`src/rtl/lpd_pkg.sv`:
```
`timescale 1ns / 1ps
`default_nettype none

package lpd_pkg;

  localparam int unsigned BYTE_W     = 8;
  localparam int unsigned HDR_LEN_W  = 4;
  localparam int unsigned TOT_LEN_W  = 16;
  localparam int unsigned STATUS_W   = 2;
  localparam int unsigned CFG_IDX_W  = 1;
  localparam int unsigned CFG_DATA_W = 16;

  localparam int unsigned MAX_HEADER_BYTES_DEF    = 8;
  localparam int unsigned LENGTH_FIELD_OFFSET_DEF = 0;
  localparam int unsigned HDR_LEN_MIN             = 2;

  // receive buffer less a safety margin
  localparam int unsigned RX_BUF_BYTES  = 30000;
  localparam int unsigned RX_BUF_MARGIN = 1000;

  localparam logic [HDR_LEN_W-1:0] HEADER_LEN_RST    = HDR_LEN_W'(8);
  localparam logic [TOT_LEN_W-1:0] MAX_TOTAL_LEN_RST =
    TOT_LEN_W'(RX_BUF_BYTES - RX_BUF_MARGIN);

  localparam logic [CFG_IDX_W-1:0] CFG_HEADER_LEN    = CFG_IDX_W'(0);
  localparam logic [CFG_IDX_W-1:0] CFG_MAX_TOTAL_LEN = CFG_IDX_W'(1);

  typedef enum logic [STATUS_W-1:0] {
    FS_PACKET = 2'd0,
    FS_SHORT  = 2'd1,
    FS_LONG   = 2'd2
  } frame_status_t;

  typedef enum logic [2:0] {
    S_HDR   = 3'b001,
    S_BURST = 3'b010,
    S_BODY  = 3'b100
  } lpd_state_t;

  typedef struct packed {
    logic take_hdr;
    logic take_body;
    logic emit_burst;
  } lpd_cmd_t;

  typedef struct packed {
    logic hdr_complete;
    logic len_ok;
    logic burst_last;
    logic body_none;
    logic body_last;
    logic out_free;
  } lpd_sts_t;

endpackage

`default_nettype wire

```
`src/rtl/lpd_if.sv`:
```
`timescale 1ns / 1ps
`default_nettype none

interface lpd_in_if import lpd_pkg::*; ();
  logic              valid;
  logic              ready;
  logic [BYTE_W-1:0] rx_byte;

  modport source (output valid, output rx_byte, input ready);
  modport sink (input valid, input rx_byte, output ready);
endinterface

interface lpd_out_if import lpd_pkg::*; ();
  logic                valid;
  logic                ready;
  logic [BYTE_W-1:0]   out_byte;
  logic                first_of_packet;
  logic                last_of_packet;
  logic [STATUS_W-1:0] frame_status;

  modport source (output valid, output out_byte, output first_of_packet,
                  output last_of_packet, output frame_status, input ready);
  modport sink (input valid, input out_byte, input first_of_packet,
                input last_of_packet, input frame_status, output ready);
endinterface

`default_nettype wire

```
`src/rtl/lpd_ctrl.sv`:
```
`timescale 1ns / 1ps
`default_nettype none

module lpd_ctrl import lpd_pkg::*; (
  input  wire logic     clk,
  input  wire logic     rst_n,
  input  wire logic     in_valid,
  output logic          in_ready,
  input  wire lpd_sts_t sts,
  output lpd_cmd_t      cmd
);

  lpd_state_t state_r, state_nxt;
  logic       take;

  always_comb begin
    in_ready = 1'b0;
    unique case (state_r)
      S_HDR:   in_ready = !sts.hdr_complete || sts.out_free;
      S_BODY:  in_ready = sts.out_free;
      S_BURST: in_ready = 1'b0;
      default: in_ready = 1'b0;
    endcase
  end

  assign take           = in_valid && in_ready;
  assign cmd.take_hdr   = (state_r == S_HDR) && take;
  assign cmd.take_body  = (state_r == S_BODY) && take;
  assign cmd.emit_burst = (state_r == S_BURST) && sts.out_free;

  always_comb begin
    state_nxt = state_r;
    unique case (state_r)
      S_HDR: begin
        if (cmd.take_hdr && sts.hdr_complete && sts.len_ok) state_nxt = S_BURST;
      end
      S_BURST: begin
        if (cmd.emit_burst && sts.burst_last) begin
          state_nxt = sts.body_none ? S_HDR : S_BODY;
        end
      end
      S_BODY: begin
        if (cmd.take_body && sts.body_last) state_nxt = S_HDR;
      end
      default: state_nxt = S_HDR;
    endcase
  end

  always_ff @(posedge clk) begin
    if (!rst_n) begin
      state_r <= S_HDR;
    end else begin
      state_r <= state_nxt;
    end
  end

endmodule

`default_nettype wire

```
`src/rtl/lpd_dp.sv`:
```
`timescale 1ns / 1ps
`default_nettype none

module lpd_dp import lpd_pkg::*; #(
  parameter int unsigned MAX_HEADER_BYTES    = MAX_HEADER_BYTES_DEF,
  parameter int unsigned LENGTH_FIELD_OFFSET = LENGTH_FIELD_OFFSET_DEF
) (
  input  wire logic                  clk,
  input  wire logic                  rst_n,
  input  wire logic                  cfg_we,
  input  wire logic [CFG_IDX_W-1:0]  cfg_index,
  input  wire logic [CFG_DATA_W-1:0] cfg_data,
  input  wire logic [BYTE_W-1:0]     in_byte,
  input  wire lpd_cmd_t              cmd,
  output lpd_sts_t                   sts,
  output logic                       out_valid,
  input  wire logic                  out_ready,
  output logic [BYTE_W-1:0]          out_byte,
  output logic                       out_first,
  output logic                       out_last,
  output logic [STATUS_W-1:0]        out_status
);

  localparam int unsigned CNT_W = $clog2(MAX_HEADER_BYTES + 1);
  localparam int unsigned IDX_W = $clog2(MAX_HEADER_BYTES);

  logic [HDR_LEN_W-1:0] header_len_r;
  logic [TOT_LEN_W-1:0] max_total_len_r;

  logic [BYTE_W-1:0]    store_r [MAX_HEADER_BYTES];
  logic [CNT_W-1:0]     hdr_count_r;
  logic [IDX_W-1:0]     burst_idx_r;
  logic [TOT_LEN_W-1:0] body_rem_r;

  logic                 out_valid_r;
  logic [BYTE_W-1:0]    out_byte_r;
  logic                 out_first_r;
  logic                 out_last_r;
  frame_status_t        out_status_r;

  logic [CNT_W-1:0]     hl;
  logic [BYTE_W-1:0]    len_hi;
  logic [BYTE_W-1:0]    len_lo;
  logic [TOT_LEN_W-1:0] len;
  logic                 too_short;
  logic                 too_long;
  logic                 load_reject;
  logic                 out_load;

  // effective header length, clamped to the supported range
  always_comb begin
    if (int'(header_len_r) > int'(MAX_HEADER_BYTES)) begin
      hl = CNT_W'(MAX_HEADER_BYTES);
    end else if (int'(header_len_r) < int'(HDR_LEN_MIN)) begin
      hl = CNT_W'(HDR_LEN_MIN);
    end else begin
      hl = CNT_W'(header_len_r);
    end
  end

  // length bytes, with the byte being taken now bypassed in
  always_comb begin
    len_hi = '0;
    len_lo = '0;
    if ((LENGTH_FIELD_OFFSET < MAX_HEADER_BYTES) &&
        (CNT_W'(LENGTH_FIELD_OFFSET) < hl)) begin
      len_hi = (hdr_count_r == CNT_W'(LENGTH_FIELD_OFFSET)) ? in_byte :
               store_r[IDX_W'(LENGTH_FIELD_OFFSET)];
    end
    if ((LENGTH_FIELD_OFFSET + 1 < MAX_HEADER_BYTES) &&
        (CNT_W'(LENGTH_FIELD_OFFSET + 1) < hl)) begin
      len_lo = (hdr_count_r == CNT_W'(LENGTH_FIELD_OFFSET + 1)) ? in_byte :
               store_r[IDX_W'(LENGTH_FIELD_OFFSET + 1)];
    end
  end

  assign len       = {len_hi, len_lo};
  assign too_short = len < TOT_LEN_W'(hl);
  assign too_long  = len > max_total_len_r;

  assign sts.hdr_complete = (hdr_count_r + CNT_W'(1)) >= hl;
  assign sts.len_ok       = !too_short && !too_long;
  assign sts.burst_last   = (CNT_W'(burst_idx_r) + CNT_W'(1)) == hl;
  assign sts.body_none    = body_rem_r == '0;
  assign sts.body_last    = body_rem_r <= TOT_LEN_W'(1);
  assign sts.out_free     = !out_valid_r || out_ready;

  assign load_reject = cmd.take_hdr && sts.hdr_complete && !sts.len_ok;
  assign out_load    = load_reject || cmd.emit_burst || cmd.take_body;

  always_ff @(posedge clk) begin
    if (!rst_n) begin
      header_len_r    <= HEADER_LEN_RST;
      max_total_len_r <= MAX_TOTAL_LEN_RST;
    end else if (cfg_we) begin
      unique case (cfg_index)
        CFG_HEADER_LEN:    header_len_r    <= cfg_data[HDR_LEN_W-1:0];
        CFG_MAX_TOTAL_LEN: max_total_len_r <= cfg_data[TOT_LEN_W-1:0];
        default: ;
      endcase
    end
  end

  always_ff @(posedge clk) begin
    if (cmd.take_hdr) begin
      store_r[hdr_count_r[IDX_W-1:0]] <= in_byte;
    end
  end

  always_ff @(posedge clk) begin
    if (!rst_n) begin
      hdr_count_r <= '0;
      burst_idx_r <= '0;
      body_rem_r  <= '0;
    end else begin
      if (cmd.take_hdr) begin
        if (sts.hdr_complete) begin
          hdr_count_r <= '0;
          if (sts.len_ok) begin
            burst_idx_r <= '0;
            body_rem_r  <= len - TOT_LEN_W'(hl);
          end
        end else begin
          hdr_count_r <= hdr_count_r + CNT_W'(1);
        end
      end
      if (cmd.emit_burst) begin
        burst_idx_r <= burst_idx_r + IDX_W'(1);
      end
      if (cmd.take_body) begin
        body_rem_r <= sts.body_last ? '0 : body_rem_r - TOT_LEN_W'(1);
      end
    end
  end

  always_ff @(posedge clk) begin
    if (!rst_n) begin
      out_valid_r <= 1'b0;
    end else if (out_load) begin
      out_valid_r <= 1'b1;
    end else if (out_ready) begin
      out_valid_r <= 1'b0;
    end
  end

  always_ff @(posedge clk) begin
    if (load_reject) begin
      out_byte_r   <= '0;
      out_first_r  <= 1'b0;
      out_last_r   <= 1'b0;
      out_status_r <= too_short ? FS_SHORT : FS_LONG;
    end else if (cmd.emit_burst) begin
      out_byte_r   <= store_r[burst_idx_r];
      out_first_r  <= burst_idx_r == '0;
      out_last_r   <= sts.burst_last && sts.body_none;
      out_status_r <= FS_PACKET;
    end else if (cmd.take_body) begin
      out_byte_r   <= in_byte;
      out_first_r  <= 1'b0;
      out_last_r   <= sts.body_last;
      out_status_r <= FS_PACKET;
    end
  end

  assign out_valid  = out_valid_r;
  assign out_byte   = out_byte_r;
  assign out_first  = out_first_r;
  assign out_last   = out_last_r;
  assign out_status = out_status_r;

endmodule

`default_nettype wire

```
`src/rtl/length_prefixed_packet_deframer.sv`:
```
// Length-prefixed packet deframer.
// in_ch carries received bytes (rx_byte) with a valid/ready handshake; out_ch
// carries packet bytes with first/last marks and a frame status. cfg_we,
// cfg_index and cfg_data write header_len (index 0) and max_total_len (1).
// Header bytes are taken one per cycle and produce nothing until the header
// is complete. A bad length gives one rejection item in the next cycle. A
// good length gives the stored header as a burst of header_len items
// (clamped to HDR_LEN_MIN..MAX_HEADER_BYTES), one per cycle while the sink
// keeps up; the controller first moves to S_BURST and each item then
// passes through the output register. The input is held off during the
// burst since the burst is read from the header store. Body bytes then pass
// one per cycle while the sink keeps up, through the output register.
// Sustained rate: one byte per cycle in the body when the sink keeps up.
// A stalled sink holds the output register; one byte may be taken while a
// finished item waits only if it is a non-final header byte, otherwise
// in_ch.ready drops until the output register drains.
// Reset (synchronous, rst_n low) restores header_len 8 and max_total_len
// 29000, clears the output and restarts header collection.
`timescale 1ns / 1ps
`default_nettype none

module length_prefixed_packet_deframer import lpd_pkg::*; #(
  parameter int unsigned MAX_HEADER_BYTES    = MAX_HEADER_BYTES_DEF,
  parameter int unsigned LENGTH_FIELD_OFFSET = LENGTH_FIELD_OFFSET_DEF
) (
  input  wire logic                  clk,
  input  wire logic                  rst_n,
  input  wire logic                  cfg_we,
  input  wire logic [CFG_IDX_W-1:0]  cfg_index,
  input  wire logic [CFG_DATA_W-1:0] cfg_data,
  lpd_in_if.sink                     in_ch,
  lpd_out_if.source                  out_ch
);

  lpd_cmd_t cmd;
  lpd_sts_t sts;

  lpd_ctrl u_ctrl (
    .clk      (clk),
    .rst_n    (rst_n),
    .in_valid (in_ch.valid),
    .in_ready (in_ch.ready),
    .sts      (sts),
    .cmd      (cmd)
  );

  lpd_dp #(
    .MAX_HEADER_BYTES    (MAX_HEADER_BYTES),
    .LENGTH_FIELD_OFFSET (LENGTH_FIELD_OFFSET)
  ) u_dp (
    .clk        (clk),
    .rst_n      (rst_n),
    .cfg_we     (cfg_we),
    .cfg_index  (cfg_index),
    .cfg_data   (cfg_data),
    .in_byte    (in_ch.rx_byte),
    .cmd        (cmd),
    .sts        (sts),
    .out_valid  (out_ch.valid),
    .out_ready  (out_ch.ready),
    .out_byte   (out_ch.out_byte),
    .out_first  (out_ch.first_of_packet),
    .out_last   (out_ch.last_of_packet),
    .out_status (out_ch.frame_status)
  );

endmodule

`default_nettype wire
```
`src/flat_wrapper.sv`:
```
// flat-port wrapper written by rule: the top's interface ports become plain ports
module length_prefixed_packet_deframer_flat import lpd_pkg::*;
#(
  parameter int unsigned MAX_HEADER_BYTES    = MAX_HEADER_BYTES_DEF,
  parameter int unsigned LENGTH_FIELD_OFFSET = LENGTH_FIELD_OFFSET_DEF
)
  (clk, rst_n, cfg_we, cfg_index, cfg_data, in_ch_valid, in_ch_rx_byte, in_ch_ready, out_ch_valid, out_ch_out_byte, out_ch_first_of_packet, out_ch_last_of_packet, out_ch_frame_status, out_ch_ready);
  lpd_in_if in_ch_i ();
  lpd_out_if out_ch_i ();
  input  wire logic clk;
  input  wire logic rst_n;
  input  wire logic cfg_we;
  input  wire logic [CFG_IDX_W-1:0] cfg_index;
  input  wire logic [CFG_DATA_W-1:0] cfg_data;
  input wire logic [$bits(in_ch_i.valid)-1:0] in_ch_valid;
  input wire logic [$bits(in_ch_i.rx_byte)-1:0] in_ch_rx_byte;
  output wire logic [$bits(in_ch_i.ready)-1:0] in_ch_ready;
  output wire logic [$bits(out_ch_i.valid)-1:0] out_ch_valid;
  output wire logic [$bits(out_ch_i.out_byte)-1:0] out_ch_out_byte;
  output wire logic [$bits(out_ch_i.first_of_packet)-1:0] out_ch_first_of_packet;
  output wire logic [$bits(out_ch_i.last_of_packet)-1:0] out_ch_last_of_packet;
  output wire logic [$bits(out_ch_i.frame_status)-1:0] out_ch_frame_status;
  input wire logic [$bits(out_ch_i.ready)-1:0] out_ch_ready;
  assign in_ch_i.valid = in_ch_valid;
  assign in_ch_i.rx_byte = in_ch_rx_byte;
  assign in_ch_ready = in_ch_i.ready;
  assign out_ch_valid = out_ch_i.valid;
  assign out_ch_out_byte = out_ch_i.out_byte;
  assign out_ch_first_of_packet = out_ch_i.first_of_packet;
  assign out_ch_last_of_packet = out_ch_i.last_of_packet;
  assign out_ch_frame_status = out_ch_i.frame_status;
  assign out_ch_i.ready = out_ch_ready;
  length_prefixed_packet_deframer #(.MAX_HEADER_BYTES(MAX_HEADER_BYTES), .LENGTH_FIELD_OFFSET(LENGTH_FIELD_OFFSET)) u_core (.clk(clk), .rst_n(rst_n), .cfg_we(cfg_we), .cfg_index(cfg_index), .cfg_data(cfg_data), .in_ch(in_ch_i), .out_ch(out_ch_i));
endmodule
```
`config.mk`:
```
export PLATFORM = sky130hd
export DESIGN_NAME = length_prefixed_packet_deframer_flat
export DESIGN_NICKNAME = d
export VERILOG_FILES = /design/src/rtl/lpd_pkg.sv /design/src/rtl/lpd_if.sv /design/src/rtl/lpd_ctrl.sv /design/src/rtl/lpd_dp.sv /design/src/rtl/length_prefixed_packet_deframer.sv /design/src/flat_wrapper.sv
export SDC_FILE = /design/constraint.sdc
export NUM_CORES = 1
export LEC_CHECK = 0
export ABC_AREA = 0
export BUFFER_PORTS_ARGS = -buffer_cell sky130_fd_sc_hd__buf_4
export CORE_ASPECT_RATIO = 1.2
export CORE_UTILIZATION = 45
export DETAILED_ROUTE_END_ITERATION = 7
export PLACE_DENSITY_LB_ADDON = 0.15
export REMOVE_ABC_BUFFERS = 1
export SLEW_MARGIN = 20
export SYNTH_ARGS = -nofsm -noshare
export SYNTH_HDL_FRONTEND = slang
export SYNTH_SLANG_ARGS = --single-unit
```
`constraint.sdc`:
```
create_clock -name clk -period 3.6 [get_ports clk]
set_input_delay 0.18 -clock clk [delete_from_list [all_inputs] [get_ports clk]]
set_output_delay 0.18 -clock clk [all_outputs]
set_load 0.005 [all_outputs]
```
==> results by group <==
Routing
  • Number of DRC markers in iteration 0: about 390
  • Vias: between 5k and 6k
  • Final ANT Viol Nets: 0
  • WL final: ~17,000 um
  • DRC: 0
  • WL/cell: 18.8 um
  • DRT Pass-1 Iters: 5
  • Vias per cell: 5.72

GRT
  • Total GRT Usage: 22.9%
  • Gr ovfl total: 0
  • First-pass GRT wire length: approximately 26,000 um
  • Number of global-route vias before repair: about 5.0k
  • Initial antenna violation count: 0
  • Largest net degree at the start of global routing: 43

Finish
  • Post-route cell area: around 0.0081 mm^2
  • Finished Layout Cells: between 800 and 900
  • Most frequent cells in the layout: buf_4 (83), nand2_1 (75), edfxtp_1 (66)
  • Antenna Cells: 0
  • Final #Nets: between 700 and 800
  • Most common cell after layout, fill and taps aside: buf_4
  • Share of layout cells above drive strength 1: roughly a quarter
  • Area Overhead vs Synth: 22.6%

Timing
  • Final period util: 96.6%
  • Final slew viol count: 0
  • Final min period: between 3 and 4 ns
  • Setup TNS Final: 0 ns
  • Hold WS: around 0.018 ns
  • Hold Fails Final Rpt: 0
  • Worst Skew: roughly 0.010 ns
  • Max transition margin: a little under a third
  • Worst slew pin tran: ~1.0 ns
  • RSZ-0062 raised after global routing: yes
  • Highest clock rate: between 200 and 300 MHz
  • Final setup fails: 0

Clock network
  • Root buf cell: clkbuf_16
  • Clock sinks: ~130
  • CTS Buf Count: 17
  • CTS Buffer Depth: 2
  • TritonCTS clock tree: yes
  • Clock transition at path regs: roughly 0.060 ns
  • Clk_lat worst skew: 0.42 ns
  • H-tree depth: 4

Placement
  • Area after DPL: roughly 0.0074 mm^2
  • Post-DP HPWL: roughly 12,000 um
  • GPL Wtd Cong: just under 0.9
  • Dpl cells: around 850
  • PortBufs: 43

Synth
  • Post-Synthesis Cell Area: between 0.006 and 0.007 mm^2
  • Synth area leaders: edfxtp_1 (30%), dfxtp_1 (18%), ha_1 (5.6%)
  • Share of synthesized flip-flops with an asynchronous set or reset: 0%
  • Seq/Total Area, Yosys: ~48%
  • Count of cell types in the netlist: 67
  • Number of synthesized flops with an enable pin: 66
  • Synthesized instance count: about 600
  • #FFs+latches synth: between 100 and 150
  • Yosys top cell area share: between 20 and 30%
  • Mapped Avg Cell Area: approximately 11 um^2
  • Primary FF master, synth: edfxtp_1
  • Warnings from Yosys: 0
  • Largest area contributor in the netlist: edfxtp_1

Critical path
  • Largest stage delay, worst path: 0.41 ns
  • Critical path class: reg2reg
  • CP Depth: 16
  • CP delay by family, top: simple AND/OR/NAND/NOR gates
  • CP required: 3.89 ns
  • Worst Setup End Kind: flip-flop
  • CP cell instances: inv_1, ha_1, nor3b_4, buf_6, mux2_2, ha_4, nand4_1, nor3_2, nand4_1, or3_4, a21oi_4, nand2_4, buf_6, buf_4, mux2i_1, a21oi_1
  • Crit path from: u_core.u_dp.hdr_count_r[0]
  • CP Max Fanout: 7
  • Reg2Reg Depth: 16
  • CP arrival: between 3 and 4 ns
  • Worst r2r src: u_core.u_dp.hdr_count_r[0]
  • Critical path's slowest cell: or3_4
  • CP bufs+invs: 4
  • Worst setup SP type: flip-flop

Floorplanning
  • Io pins: 44
  • Die Area: about 0.015 mm^2
  • Initial Util: between 40% and 50%
  • Die Span Y: 135 um
  • Num rows: 48
  • Die width: 113 um
  • Core Region: 0.0144 mm^2

Pwr
  • Sequential Power Share: a little over two fifths
  • Comb pwr share: roughly 15%
  • NetSw: slightly below 0.001 W
  • Sw frac: 26.7%
  • PD cells: approximately 460 mW/mm^2
  • Int Pwr: about 0.0027 W
  • Maximum VDD drop: around 0.4 mV
  • Pleak: 3.17 nW
  • Power, Total: approximately 0.0037 W
  • Clock power frac: about two fifths

Outcome
  • Outcome: finished clean

Min path
  • Hold Crit Class: in2reg
  • WHS Path Cells: 3
  • Worst hold start: cfg_data[10]

Run
  • Number of max-cap violations: 0
-- power by group through the flow --
stage / Clock [W] / Sequential [W] / Combinational (W)
after floorplan: 0 / 0.00162 / 0.000306
after global placement: 0 / 0.00162 / 0.000503
after detailed placement: 0 / 0.00162 / 0.000517
after CTS: 0.00158 / 0.00159 / 0.000528
after global routing: 0.00164 / 0.00160 / 0.000621
final: 0.00156 / 0.00159 / 0.000568
-- sequential cells by signal, summed over array words and instances (netlist names), named ones only --
register	flops
u_core.u_dp.store_r	64
u_core.u_dp.max_total_len_r	16
u_core.u_dp.out_first	1
u_core.u_dp.out_valid	1
u_core.u_dp.body_rem_r	16
u_core.u_dp.out_last	1
u_core.u_ctrl.state_r	3
u_core.u_dp.header_len_r	4
u_core.u_dp.burst_idx_r	3
u_core.u_dp.hdr_count_r	4
u_core.u_dp.out_byte	8
u_core.u_dp.out_status	2
-- synthesized netlist by cell type (4+ instances only) --
| master | count |
|---|---|
| o31ai_1 | 5 |
| a311oi_1 | 8 |
| nor2b_1 | 23 |
| nor4_1 | 4 |
| edfxtp_1 | 66 |
| o21ai_0 | 19 |
| xnor2_1 | 19 |
| o211ai_1 | 8 |
| mux2i_1 | 15 |
| ha_1 | 30 |
| xor2_1 | 8 |
| dfxtp_1 | 60 |
| nand3_1 | 15 |
| mux4_2 | 16 |
| clkbuf_1 | 20 |
| inv_1 | 28 |
| and3_1 | 8 |
| mux2_2 | 11 |
| nor3_1 | 19 |
| nand2_1 | 75 |
| or3_1 | 7 |
| a21oi_1 | 23 |
| buf_2 | 4 |
| a22oi_1 | 4 |
| nor2_1 | 25 |
| a211oi_1 | 12 |
| a21boi_0 | 13 |
| nand2b_1 | 11 |
-- cell families after synthesis --
group                      share of synthesized area [%]
muxes                                               9.55
buffers and inverters                               3.30
DFF                                                 47.9
and+or+nand+nor                                     16.7
AOI/OAI and AO/OA                                   12.9
xor gates and xnor gates                            3.56
adders and majority gates                           6.10
-- layout make-up --
type	count	area, um^2
Clock inverter	13	104
Clock buffer	19	433
Sequential cell	126	3180
Tap cell	175	219
Multi-Input combinational cell	437	3370
Inverter	28	105
Timing Repair Buffer	93	728
Fill cell	1262	6270
-- path summary, 6_finish.rpt --
check,slack (ns),endpoint
max,0.12,u_core.u_dp.body_rem_r[5]
min,0.02,u_core.u_dp.max_total_len_r[10]
max reg2reg,0.12,u_core.u_dp.body_rem_r[5]
min reg2reg,0.47,u_core.u_dp.max_total_len_r[15]
-- tightest hold or removal path, stage by stage --
cell and delay, ns:
buf_4 0.11, nand2_1 0.04, a21boi_0 0.06
-- per-stage QoR --
step	worst slack [ns]	utilization, %
2_1_floorplan	-0.335	-
3_3_place_gp	0.139	51.1
3_5_place_dp	-0.0402	51.1
4_1_cts	0.00922	55.3
5_1_grt	-0.0484	56.5
6_report	0.124	56.5
-- per-layer routing --
metal | track usage [%] | wire length [um] | vias up
li1 | - | - | 2449
met3 | 5.66 | 665 | 24
met5 | 0 | 0 | -
met2 | 40.9 | 8840 | 126
met1 | 27.1 | 6970 | 2499
met4 | 7.24 | 240 | 0
-- repair_timing --
| action | CTS | global route |
|---|---|---|
| hold buffers | 6 | 0 |
| pin swaps | 1 | 6 |
| gates resized for setup | 2 | 28 |
| buffers inserted | 0 | 6 |
| endpoints found under the hold margin | 7 | 0 |
| endpoints found under the setup margin | 14 | 36 |
No activity file was read; power rests on OpenSTA's default activity.
